**src/micl_pkg.sv**
```systemverilog
package micl_pkg;

   // Field and register widths
   localparam int RAW_W   = 16;
   localparam int SCALE_W = 16;
   localparam int BIAS_W  = 24;
   localparam int ROW_W   = 48;
   localparam int COEF_W  = 16;
   localparam int FIELD_W = 24;
   localparam int AXES    = 3;

   // Internal datapath widths
   localparam int PROD_W   = RAW_W + SCALE_W + 1;   // signed raw * unsigned scale
   localparam int SHIFT_W  = PROD_W - 10;           // after floor shift by 10
   localparam int DIFF_W   = BIAS_W + 1;            // scaled minus bias
   localparam int TERM_W   = COEF_W + DIFF_W;       // coefficient times diff
   localparam int SUM_W    = TERM_W + 2;            // sum of three terms
   localparam int RES_W    = SUM_W - 14;            // after floor shift by 14

   // Configuration port
   localparam int CSR_IDX_W  = 4;
   localparam int CSR_DATA_W = 48;

   localparam logic [CSR_IDX_W-1:0] REG_SCALE   = 4'd0;
   localparam logic [CSR_IDX_W-1:0] REG_BIAS_X  = 4'd1;
   localparam logic [CSR_IDX_W-1:0] REG_BIAS_Y  = 4'd2;
   localparam logic [CSR_IDX_W-1:0] REG_BIAS_Z  = 4'd3;
   localparam logic [CSR_IDX_W-1:0] REG_ROW0    = 4'd4;
   localparam logic [CSR_IDX_W-1:0] REG_ROW1    = 4'd5;
   localparam logic [CSR_IDX_W-1:0] REG_ROW2    = 4'd6;
   localparam logic [CSR_IDX_W-1:0] REG_NEGATE  = 4'd7;

   localparam logic [SCALE_W-1:0] SCALE_RESET = 16'd9830;
   localparam logic [ROW_W-1:0]   ROW0_RESET  = 48'h0000_0000_4000;
   localparam logic [ROW_W-1:0]   ROW1_RESET  = 48'h0000_4000_0000;
   localparam logic [ROW_W-1:0]   ROW2_RESET  = 48'h4000_0000_0000;

   // Saturation rails, symmetric so negation cannot overflow
   localparam logic signed [RES_W-1:0]   RES_MAX   = 29'sd8388607;
   localparam logic signed [RES_W-1:0]   RES_MIN   = -29'sd8388607;
   localparam logic signed [FIELD_W-1:0] FIELD_MAX = 24'sd8388607;
   localparam logic signed [FIELD_W-1:0] FIELD_MIN = -24'sd8388607;

   typedef struct packed {
      logic [SCALE_W-1:0]             scale;
      logic [AXES-1:0][BIAS_W-1:0]    bias;
      logic [AXES-1:0][ROW_W-1:0]     row;
      logic [AXES-1:0]                negate;
   } cfg_type;

   typedef logic [AXES-1:0][DIFF_W-1:0] diff_vec_type;

endpackage

```
**src/micl_regs.sv**
```systemverilog
module micl_regs (
   input  logic                                 clock,
   input  logic                                 reset,
   input  logic                                 csr_write,
   input  logic [micl_pkg::CSR_IDX_W-1:0]       csr_index,
   input  logic [micl_pkg::CSR_DATA_W-1:0]      csr_data,
   output micl_pkg::cfg_type                    cfg
);

   micl_pkg::cfg_type cfg_ff, cfg_in;

   // Decode a write; bits above a register's width and unknown indexes drop
   always_comb begin
      cfg_in = cfg_ff;
      if (csr_write) begin
         case (csr_index)
            micl_pkg::REG_SCALE:  cfg_in.scale   = csr_data[micl_pkg::SCALE_W-1:0];
            micl_pkg::REG_BIAS_X: cfg_in.bias[0] = csr_data[micl_pkg::BIAS_W-1:0];
            micl_pkg::REG_BIAS_Y: cfg_in.bias[1] = csr_data[micl_pkg::BIAS_W-1:0];
            micl_pkg::REG_BIAS_Z: cfg_in.bias[2] = csr_data[micl_pkg::BIAS_W-1:0];
            micl_pkg::REG_ROW0:   cfg_in.row[0]  = csr_data[micl_pkg::ROW_W-1:0];
            micl_pkg::REG_ROW1:   cfg_in.row[1]  = csr_data[micl_pkg::ROW_W-1:0];
            micl_pkg::REG_ROW2:   cfg_in.row[2]  = csr_data[micl_pkg::ROW_W-1:0];
            micl_pkg::REG_NEGATE: cfg_in.negate  = csr_data[micl_pkg::AXES-1:0];
            default: ;
         endcase
      end
   end

   always_ff @(posedge clock) begin
      if (reset) begin
         cfg_ff.scale  <= micl_pkg::SCALE_RESET;
         cfg_ff.bias   <= '0;
         cfg_ff.row[0] <= micl_pkg::ROW0_RESET;
         cfg_ff.row[1] <= micl_pkg::ROW1_RESET;
         cfg_ff.row[2] <= micl_pkg::ROW2_RESET;
         cfg_ff.negate <= '0;
      end else begin
         cfg_ff <= cfg_in;
      end
   end

   assign cfg = cfg_ff;

endmodule

```
**config.mk**
```make
export PLATFORM = sky130hd
export DESIGN_NAME = micl_regs
export DESIGN_NICKNAME = d
export VERILOG_FILES = /design/src/micl_pkg.sv /design/src/micl_regs.sv
export SDC_FILE = /design/constraint.sdc
export NUM_CORES = 1
export LEC_CHECK = 0
export ABC_CLOCK_PERIOD_IN_PS = 2630
export BUFFER_PORTS_ARGS = -buffer_cell sky130_fd_sc_hd__buf_2
export CORE_MARGIN = 8
export CORE_UTILIZATION = 47
export DETAILED_ROUTE_END_ITERATION = 6
export PLACE_DENSITY = 0.74
export SLEW_MARGIN = 20
export SYNTH_ARGS = -nofsm -noshare
export SYNTH_HDL_FRONTEND = slang
export SYNTH_SLANG_ARGS = --single-unit
```
**constraint.sdc**
```tcl
create_clock -name clock -period 2.63 [get_ports clock]
set_input_delay 0.3945 -clock clock [delete_from_list [all_inputs] [get_ports clock]]
set_output_delay 0.3945 -clock clock [all_outputs]
set_load 0.02 [all_outputs]
```
==> flow_summary_export.csv <==
group,metric,value,unit
status,status,"completed",
cells_and_area,final_nets,1169,
synth,synth_area_per_cell,11.12,um2
worst_setup_path,worstPathRequired,2.24,ns
cells_and_area,syn_to_final_growth,27.13,%
worst_setup_path,r2r_cells,2,
timing,worst_pin_slew,0.6846,ns
job,drv_cap,0,
timing,fin_crit,1.454,ns
hold_path,min_path_type,"input pin to register",
pwr,pwr-share-comb,6.1,%
placement,hpwl,17750,um
synth,synthCells,835,
pwr,powerDensity,649.6,mW/mm2
cells_and_area,instances_no_fill,1398,
timing,hold_viol,0,
placement,numPlacedInstances,1352,
synth,ys_types,18,
grt,antenna_found_initial,2,
clock_tree,clk_latency,0.49,ns
synth,ys_ff_latch,235,
floorplan,fp.dieH,156.6,um
worst_setup_path,cp_slowest_cell,"dfxtp_1",
synth,ys_warn_count,0,
worst_setup_path,path_cells,"buf_2",
grt,grt_max_degree,62,
timing,fin_tns_setup,0,ns
detailed_routing,drt-total-wl,25100,um
synth,synth_most_common_cell,"nand2b_1",
detailed_routing,num_vias,6651,
synth,synth_area_leaders,"dfxtp_1, mux2i_1, nand2b_1",
clock_tree,cts.clk_slew.worst_paths,0.06,ns
detailed_routing,drt_iter0_drc,268,
clock_tree,cts_resized,0,
grt,grt_pass1_wl,38530,um
worst_setup_path,path_depth,1,
floorplan,initial_core_util,47.88,%
timing,skew,0,ns
synth,synth_area,0.009288,mm2
clock_tree,cts_buffer_depth,3,
pwr,power_switching,1.658,mW
worst_setup_path,start_kind,"register",
clock_tree,cts.sinks,235,
clock_tree,post-cts-setup-buffer-count,0,
synth,synth_edf_count,0,
detailed_routing,antenna_left,0,
timing,drv_slew,0,
synth,synth_common_cells,"nand2b_1, dfxtp_1, mux2i_1",
synth,synth-seq-area-share,50.65,%
synth,synth_nets,890,
floorplan,die_area,0.02452,mm2
clock_tree,cts.htree.levels,1,
pwr,p_int,6.013,mW
floorplan,io_pins,290,
clock_tree,cts_buffers,25,
worst_setup_path,crit_family,"flip-flops",
worst_setup_path,crit_buf_inv,1,
synth,synth_top_area_cell,"dfxtp_1",
clock_tree,cts_root_buf,"clkbuf_16",
pwr,seq_power_share,47.4,%
synth,ys.flop_type,"dfxtp_1",
placement,io_buffers,289,
timing,max_slew_margin,54.20,%
grt,grt_pass1_vias,6760,
pwr,p_sw_share,21.61,%
hold_path,whs_path_depth,3,
placement,gp_congestion,0.7760,
clock_tree,postCtsHoldBufs,0,
worst_setup_path,crit_arrival,1.06,ns
floorplan,die_w,156.6,um
worst_setup_path,cp_slowest_stage_delay,0.37,ns
synth,synth-async-reset-ratio,0,%
detailed_routing,vias_per_cell,4.758,
pwr,ir_drop,0.5789,mV
detailed_routing,drt_pre_antenna_iters,4,
detailed_routing,wire_per_inst,17.95,um
timing,post-route-period-util,55.28,%
detailed_routing,drc_errors,0,
pwr,clkPwrFrac,46.5,%
cells_and_area,drive_gt1_share,31.63,%
synth,synth_top_area_share,50.65,%
timing,fmax,687.8,MHz
floorplan,core-area,0.01940,mm2
worst_setup_path,path_class,"register to primary output",
clock_tree,cts_tree,"done",
timing,rsz0062_at_grt,"no",
grt,grt-ovfl-total,0,
cells_and_area,largest_reg_flops,235,
grt,track_usage,19.73,%
pwr,p_leak,6.335,nW
timing,finalSetupViolCount,0,
floorplan,rows,51,
worst_setup_path,end_kind,"primary output",
worst_setup_path,path_max_fanout,2,
==> metrics by stage <==
stage	util (%)	hold WS (ns)	power [mW]	area, um2	setup WS (ns)
after floorplan	-	0.5460	4.007	9288	1.261
after global placement	56.47	0.4551	4.179	10950	0.7493
after detailed placement	56.47	0.4571	4.182	10950	0.6975
after CTS	60.86	0.1469	7.752	11810	1.155
after global routing	60.87	0.1610	7.934	11810	1.137
final	60.87	0.1619	7.670	11810	1.176
==> kinds of logic (layout without fill, tap and decap cells) <==
| logic type | after synthesis | in the layout | share of synthesized area (%) |
|---|---|---|---|
| simple gates | 308 | 308 | 20.34 |
| mux | 235 | 235 | 25.33 |
| flops | 235 | 235 | 50.65 |
| buf+inv | 57 | 354 | 3.678 |
| other cells | 0 | 1 | 0 |
==> power by group through the flow <==
stage	Combinational (mW)	Sequential, mW	Clock [mW]
floorplan	0.243	3.76	0
global placement	0.470	3.71	0
detailed placement	0.472	3.71	0
CTS	0.474	3.63	3.65
global route	0.504	3.63	3.79
finish	0.469	3.63	3.57
==> cells in the final DEF, fill, tap and decap left out, drive strengths merged <==
cell / netlist / final
nor3b: 1 / 1
bufinv: 0 / 3
nor2b: 2 / 2
dfxtp: 235 / 235
nor2: 21 / 21
clkbuf: 30 / 35
nand2: 6 / 6
buf: 27 / 309
nand2b: 273 / 273
mux2i: 235 / 235
diode: 0 / 1
and2: 2 / 2
and3b: 1 / 1
nand3: 2 / 2
clkinvlp: 0 / 1
clkinv: 0 / 6
==> routing by layer <==
layer / vias up / GRT usage [%] / share of wire, %
li1: 3294 / - / -
met3: 29 / 5.350 / 7.1
met2: 192 / 34.85 / 49
met5: - / 0 / 0.032
met4: 2 / 4.439 / 1.5
met1: 3134 / 23.37 / 42
==> path summary, 6_finish.rpt <==
path         slack (ns)   startpoint       end
max reg2reg        1.94     cfg[180]  cfg[180]
min reg2reg        0.47     cfg[147]  cfg[147]
min                0.16  csr_data[9]  cfg[228]
max                1.18     cfg[174]  cfg[174]
==> cell type report <==
cell class | count | area, um2
repair buffers | 309 | 1665
diodes | 1 | 2.502
clock buffers | 35 | 723.2
well taps | 265 | 331.6
fillers | 1689 | 7591
multi-input cells | 543 | 4253
clock inverters | 10 | 127.6
flip-flops and latches | 235 | 4705
(Power assumes the default switching activity.)
