### config.mk
export PLATFORM = sky130hd
export DESIGN_NAME = micl_row_lane
export DESIGN_NICKNAME = d
export VERILOG_FILES = /design/src/micl_pkg.sv /design/src/micl_row_lane.sv
export SDC_FILE = /design/constraint.sdc
export NUM_CORES = 2
export LEC_CHECK = 0
export BUFFER_PORTS_ARGS = -buffer_cell sky130_fd_sc_hd__buf_2
export CAP_MARGIN = 10
export CORE_ASPECT_RATIO = 1.1
export CORE_MARGIN = 2
export CORE_UTILIZATION = 25
export DETAILED_ROUTE_END_ITERATION = 10
export GPL_TIMING_DRIVEN = 0
export PLACE_DENSITY = 0.45
export SYNTH_ARGS = -nofsm -noshare
export SYNTH_HDL_FRONTEND = slang
export SYNTH_SLANG_ARGS = --single-unit
### constraint.sdc
create_clock -name clock -period 14.3 [get_ports clock]
set_input_delay 2.86 -clock clock [delete_from_list [all_inputs] [get_ports clock]]
set_output_delay 2.86 -clock clock [all_outputs]
set_load 0.005 [all_outputs]
### src/micl_pkg.sv
package micl_pkg;

   // Field and register widths
   localparam int RAW_W   = 16;
   localparam int SCALE_W = 16;
   localparam int BIAS_W  = 24;
   localparam int ROW_W   = 48;
   localparam int COEF_W  = 16;
   localparam int FIELD_W = 24;
   localparam int AXES    = 3;

   // Internal datapath widths
   localparam int PROD_W   = RAW_W + SCALE_W + 1;   // signed raw * unsigned scale
   localparam int SHIFT_W  = PROD_W - 10;           // after floor shift by 10
   localparam int DIFF_W   = BIAS_W + 1;            // scaled minus bias
   localparam int TERM_W   = COEF_W + DIFF_W;       // coefficient times diff
   localparam int SUM_W    = TERM_W + 2;            // sum of three terms
   localparam int RES_W    = SUM_W - 14;            // after floor shift by 14

   // Configuration port
   localparam int CSR_IDX_W  = 4;
   localparam int CSR_DATA_W = 48;

   localparam logic [CSR_IDX_W-1:0] REG_SCALE   = 4'd0;
   localparam logic [CSR_IDX_W-1:0] REG_BIAS_X  = 4'd1;
   localparam logic [CSR_IDX_W-1:0] REG_BIAS_Y  = 4'd2;
   localparam logic [CSR_IDX_W-1:0] REG_BIAS_Z  = 4'd3;
   localparam logic [CSR_IDX_W-1:0] REG_ROW0    = 4'd4;
   localparam logic [CSR_IDX_W-1:0] REG_ROW1    = 4'd5;
   localparam logic [CSR_IDX_W-1:0] REG_ROW2    = 4'd6;
   localparam logic [CSR_IDX_W-1:0] REG_NEGATE  = 4'd7;

   localparam logic [SCALE_W-1:0] SCALE_RESET = 16'd9830;
   localparam logic [ROW_W-1:0]   ROW0_RESET  = 48'h0000_0000_4000;
   localparam logic [ROW_W-1:0]   ROW1_RESET  = 48'h0000_4000_0000;
   localparam logic [ROW_W-1:0]   ROW2_RESET  = 48'h4000_0000_0000;

   // Saturation rails, symmetric so negation cannot overflow
   localparam logic signed [RES_W-1:0]   RES_MAX   = 29'sd8388607;
   localparam logic signed [RES_W-1:0]   RES_MIN   = -29'sd8388607;
   localparam logic signed [FIELD_W-1:0] FIELD_MAX = 24'sd8388607;
   localparam logic signed [FIELD_W-1:0] FIELD_MIN = -24'sd8388607;

   typedef struct packed {
      logic [SCALE_W-1:0]             scale;
      logic [AXES-1:0][BIAS_W-1:0]    bias;
      logic [AXES-1:0][ROW_W-1:0]     row;
      logic [AXES-1:0]                negate;
   } cfg_type;

   typedef logic [AXES-1:0][DIFF_W-1:0] diff_vec_type;

endpackage

### src/micl_row_lane.sv
module micl_row_lane (
   input  logic                                 clock,
   input  logic                                 advance,
   input  micl_pkg::diff_vec_type               diff,
   input  logic [micl_pkg::ROW_W-1:0]           row,
   input  logic                                 negate,
   output logic signed [micl_pkg::FIELD_W-1:0]  field,
   output logic                                 clip
);

   logic signed [micl_pkg::TERM_W-1:0] term_ff [micl_pkg::AXES];
   logic signed [micl_pkg::TERM_W-1:0] term_in [micl_pkg::AXES];
   logic signed [micl_pkg::SUM_W-1:0]  sum;
   logic signed [micl_pkg::RES_W-1:0]  res;
   logic signed [micl_pkg::FIELD_W-1:0] sat;

   // One soft-iron product per input axis
   always_comb begin
      for (int k = 0; k < micl_pkg::AXES; k++) begin
         term_in[k] = $signed(row[k*micl_pkg::COEF_W +: micl_pkg::COEF_W])
                    * $signed(diff[k]);
      end
   end

   always_ff @(posedge clock) begin
      if (advance) begin
         for (int k = 0; k < micl_pkg::AXES; k++) begin
            term_ff[k] <= term_in[k];
         end
      end
   end

   // Sum, floor shift by 14, clamp to the symmetric rails, apply sign
   assign sum = $signed({{2{term_ff[0][micl_pkg::TERM_W-1]}}, term_ff[0]})
              + $signed({{2{term_ff[1][micl_pkg::TERM_W-1]}}, term_ff[1]})
              + $signed({{2{term_ff[2][micl_pkg::TERM_W-1]}}, term_ff[2]});
   assign res = sum[micl_pkg::SUM_W-1:14];

   always_comb begin
      clip = 1'b0;
      sat  = res[micl_pkg::FIELD_W-1:0];
      if (res > micl_pkg::RES_MAX) begin
         sat  = micl_pkg::FIELD_MAX;
         clip = 1'b1;
      end else if (res < micl_pkg::RES_MIN) begin
         sat  = micl_pkg::FIELD_MIN;
         clip = 1'b1;
      end
   end

   assign field = negate ? -sat : sat;

endmodule

==> key figures <==
Outcome
  • Outcome: finished, final reports clean

Critical path
  • CP Capture Type: output pin
  • Startpoint types: register
  • CP Data Arrival Time: 8.46 ns
  • Cell family with most CP delay: compound AO/OA/AOI/OAI gates
  • CP bufs+invs: 8
  • Worst path cell trace: inv_1 > fa_1 > inv_1 > ha_1 > clkbuf_1 > nand3_1 > a211o_1 > a31o_2 > a21oi_1 > a21oi_1 > o21ai_0 > a41oi_1 > o21ai_0 > o21a_1 > clkbuf_1 > clkbuf_1 > nand3_1 > inv_1 > ha_1 > clkbuf_1 > o211ai_1 > o31ai_1 > mux2i_1 > buf_2
  • Worst path slowest cell: mux2i_1
  • Critical Path RT: about 11 ns
  • Crit path max fanout: 10
  • Most frequent CP cell: clkbuf_1
  • Critical path type: reg -> out
  • CP max stage delay: just under 0.7 ns

Cells and area
  • Biggest registers after layout: term_ff (123)
  • Layout cells sized above 1: around 3.5%
  • Area grow syn2layout: 8.96%
  • Max reg flops: 123
  • Fin nets: roughly 7,300
  • Core Util, Final: 27.5%
  • Biggest register: term_ff

STA
  • Hold Fails Final Rpt: 0
  • Final setup viols: 0
  • Total Negative Setup Slacks: 0 ns
  • Worst relative slew slack: roughly a quarter
  • Tmin final: roughly 11 ns
  • Fin crit share: between 70% and 80%
  • Final worst slack: 2.98 ns
  • Achievable Freq: 0.0883 GHz
  • Unrepaired setup endpoints after global routing: no
  • Measured slew at the worst slew-check pin: 1.14 ns
  • Max Slew Vio Count: 0

Placement
  • Buffers on Ports: ~140
  • Pre-CTS setup slack: 2.67 ns
  • Post-DP HPWL: 140,000 um
  • Final Wtd Congestion: roughly 0.91

Floorplanning
  • Initial Util: about 25%
  • Die width: 432 um
  • Core area: 200,000 um^2
  • Die area: 205,000 um^2
  • Die Y: 475 um
  • Ports: 151
  • Site row count: 172

Global routing
  • Grt ovf: 0
  • Initial antenna violation count: 12
  • All-Layer GR Usage: between 10% and 20%
  • Vias in the first global route: 40,097
  • Global-route wire length before repair: around 250,000 um
  • Pin count of the biggest net entering global routing: 93

Detailed routing
  • # DRC: 0
  • Wire length per cell: 19.1 um
  • Initial detailed-routing violation count: 1,910
  • Pre-antenna DRT Iters: 5
  • Final ANT Viol Nets: 0
  • Final wirelength: roughly 160,000 um
  • Vias/cell: approximately 4.4
  • Total vias in the final route: 36,763

Clock tree
  • CTS clock-pin slew for the worst setup and hold paths: approximately 0.050 ns
  • Post_cts resized: 0
  • CTS Buffer Depth: 2
  • H-tree depth: 4
  • Post-CTS setup buffer count: 0
  • Root Driver: clkbuf_16
  • Cts hold-fix bufs: 0
  • Sink Count: 123
  • Num CTS Buffers: 17
  • CTS tree: done

Logic synthesis
  • Synthesized area: 50,400 um^2
  • Sequential element share of the synthesized area: 7.32%
  • Post-synth ARST share: 0%
  • Yosys cell types: 82
  • Mapped Nets: 7,149
  • Synthesized instance count: about 5,500
  • EDFF count, synth: 123
  • Flops & latches, synth: 123
  • Post-Syn Area per Cell: just over 9 um^2
  • Synth warnings: 0
  • Ys flop type: edfxtp_1

Min path
  • Worst min path class: in -> reg

Run
  • Max Cap Violations: 0
[path summary, 6_finish.rpt]
check                           from       endpoint  slack, ns  cells after the start
worst min-delay path         advance  term_ff[0][3]       2.83                      1
worst max-delay path  term_ff[0][46]      field[20]       2.98                     24
[through the flow]
stage,cells,cell area (um^2),hold WS [ns]
floorplan,5477,50400,2.97
global placement,8224,54400,3.36
CTS,8257,54900,2.80
finish,8264,55000,2.83
global route,8258,55000,2.82
detailed placement,8225,54400,3.28
[Yosys cell counts, drive strengths merged (4+ instances only)]
master,number,area [um^2]
a21o,74,556
or2,6,37.5
o21bai,18,135
ha,342,4280
nor3,26,130
a21boi,5,37.5
a41o,4,40.0
nor2b,16,100
a31o,7,61.3
a31oi,18,128
o21a,30,225
or4,5,41.3
o211ai,17,128
clkbuf,213,800
and2,460,2880
o311ai,4,35.0
o21ai,101,517
o211a,5,57.6
nand2,786,2950
nand2b,54,338
xnor2,118,1030
nor4b,4,35.0
and4,6,52.6
a21oi,131,656
nor2,146,548
or3,11,68.8
a2111oi,6,58.8
o2111ai,7,78.8
mux2i,5,50.1
a22oi,6,45.0
buf,9,40.0
fa,1204,24100
nand3,26,130
o31ai,9,67.6
o22ai,6,37.5
a211oi,19,148
edfxtp,123,3690
xor2,41,359
o31a,5,43.8
and3,20,125
a221oi,5,61.3
a211o,9,80.1
nand4,24,150
inv,1303,4890
[cells by family (layout without fill, tap and decap cells)]
family                   after synthesis  after routing  synth area share, %
AND/OR/NAND/NOR                     1606           1606                 15.3
adder cells (fa/ha/maj)             1546           1546                 56.3
buffers and inverters               1525           1695                 11.4
AO/OA/AOI/OAI                        511            511                 6.82
XOR/XNOR                             159            159                 2.76
flip-flops                           123            123                 7.32
multiplexers                           7              7                0.144
other                                  0              7                    0
[cells in the final DEF (no fill, tap or decap), types with 18 or more instances in the layout]
cell,instances
inv_1,1303
and3_1,20
nor3_1,26
a211oi_1,18
clkbuf_1,217
nand2_1,786
xnor2_1,118
ha_1,342
and2_1,460
nand2b_1,54
a21oi_1,131
o21bai_1,18
nor2_1,146
xor2_1,41
o21ai_0,99
o21a_1,30
edfxtp_1,123
a21o_1,74
nand3_1,26
nand4_1,24
fa_1,1204
buf_2,141
[routing by layer]
layer	wire (um)	vias to the layer above	GRT usage (%)
met5	49	-	0
met4	5510	8	4.71
met3	4960	195	1.35
met2	80400	712	28.2
met1	67300	19155	20.2
li1	-	16693	-
[final cells by class]
cell class	count	area, um^2
Tap cell	2610	3270
Clock buffer	21	440
Multi-Input combinational cell	3829	41000
Clock inverter	11	78.8
Timing Repair Buffer	138	719
Buffer	222	840
Inverter	1303	4890
Sequential cell	123	3690
Antenna cell	7	17.5
Fill cell	21634	145000
Power is left out: the tool's default activity adds up to more than one toggle a clock period on the data nets, which glitch-free logic cannot reach.
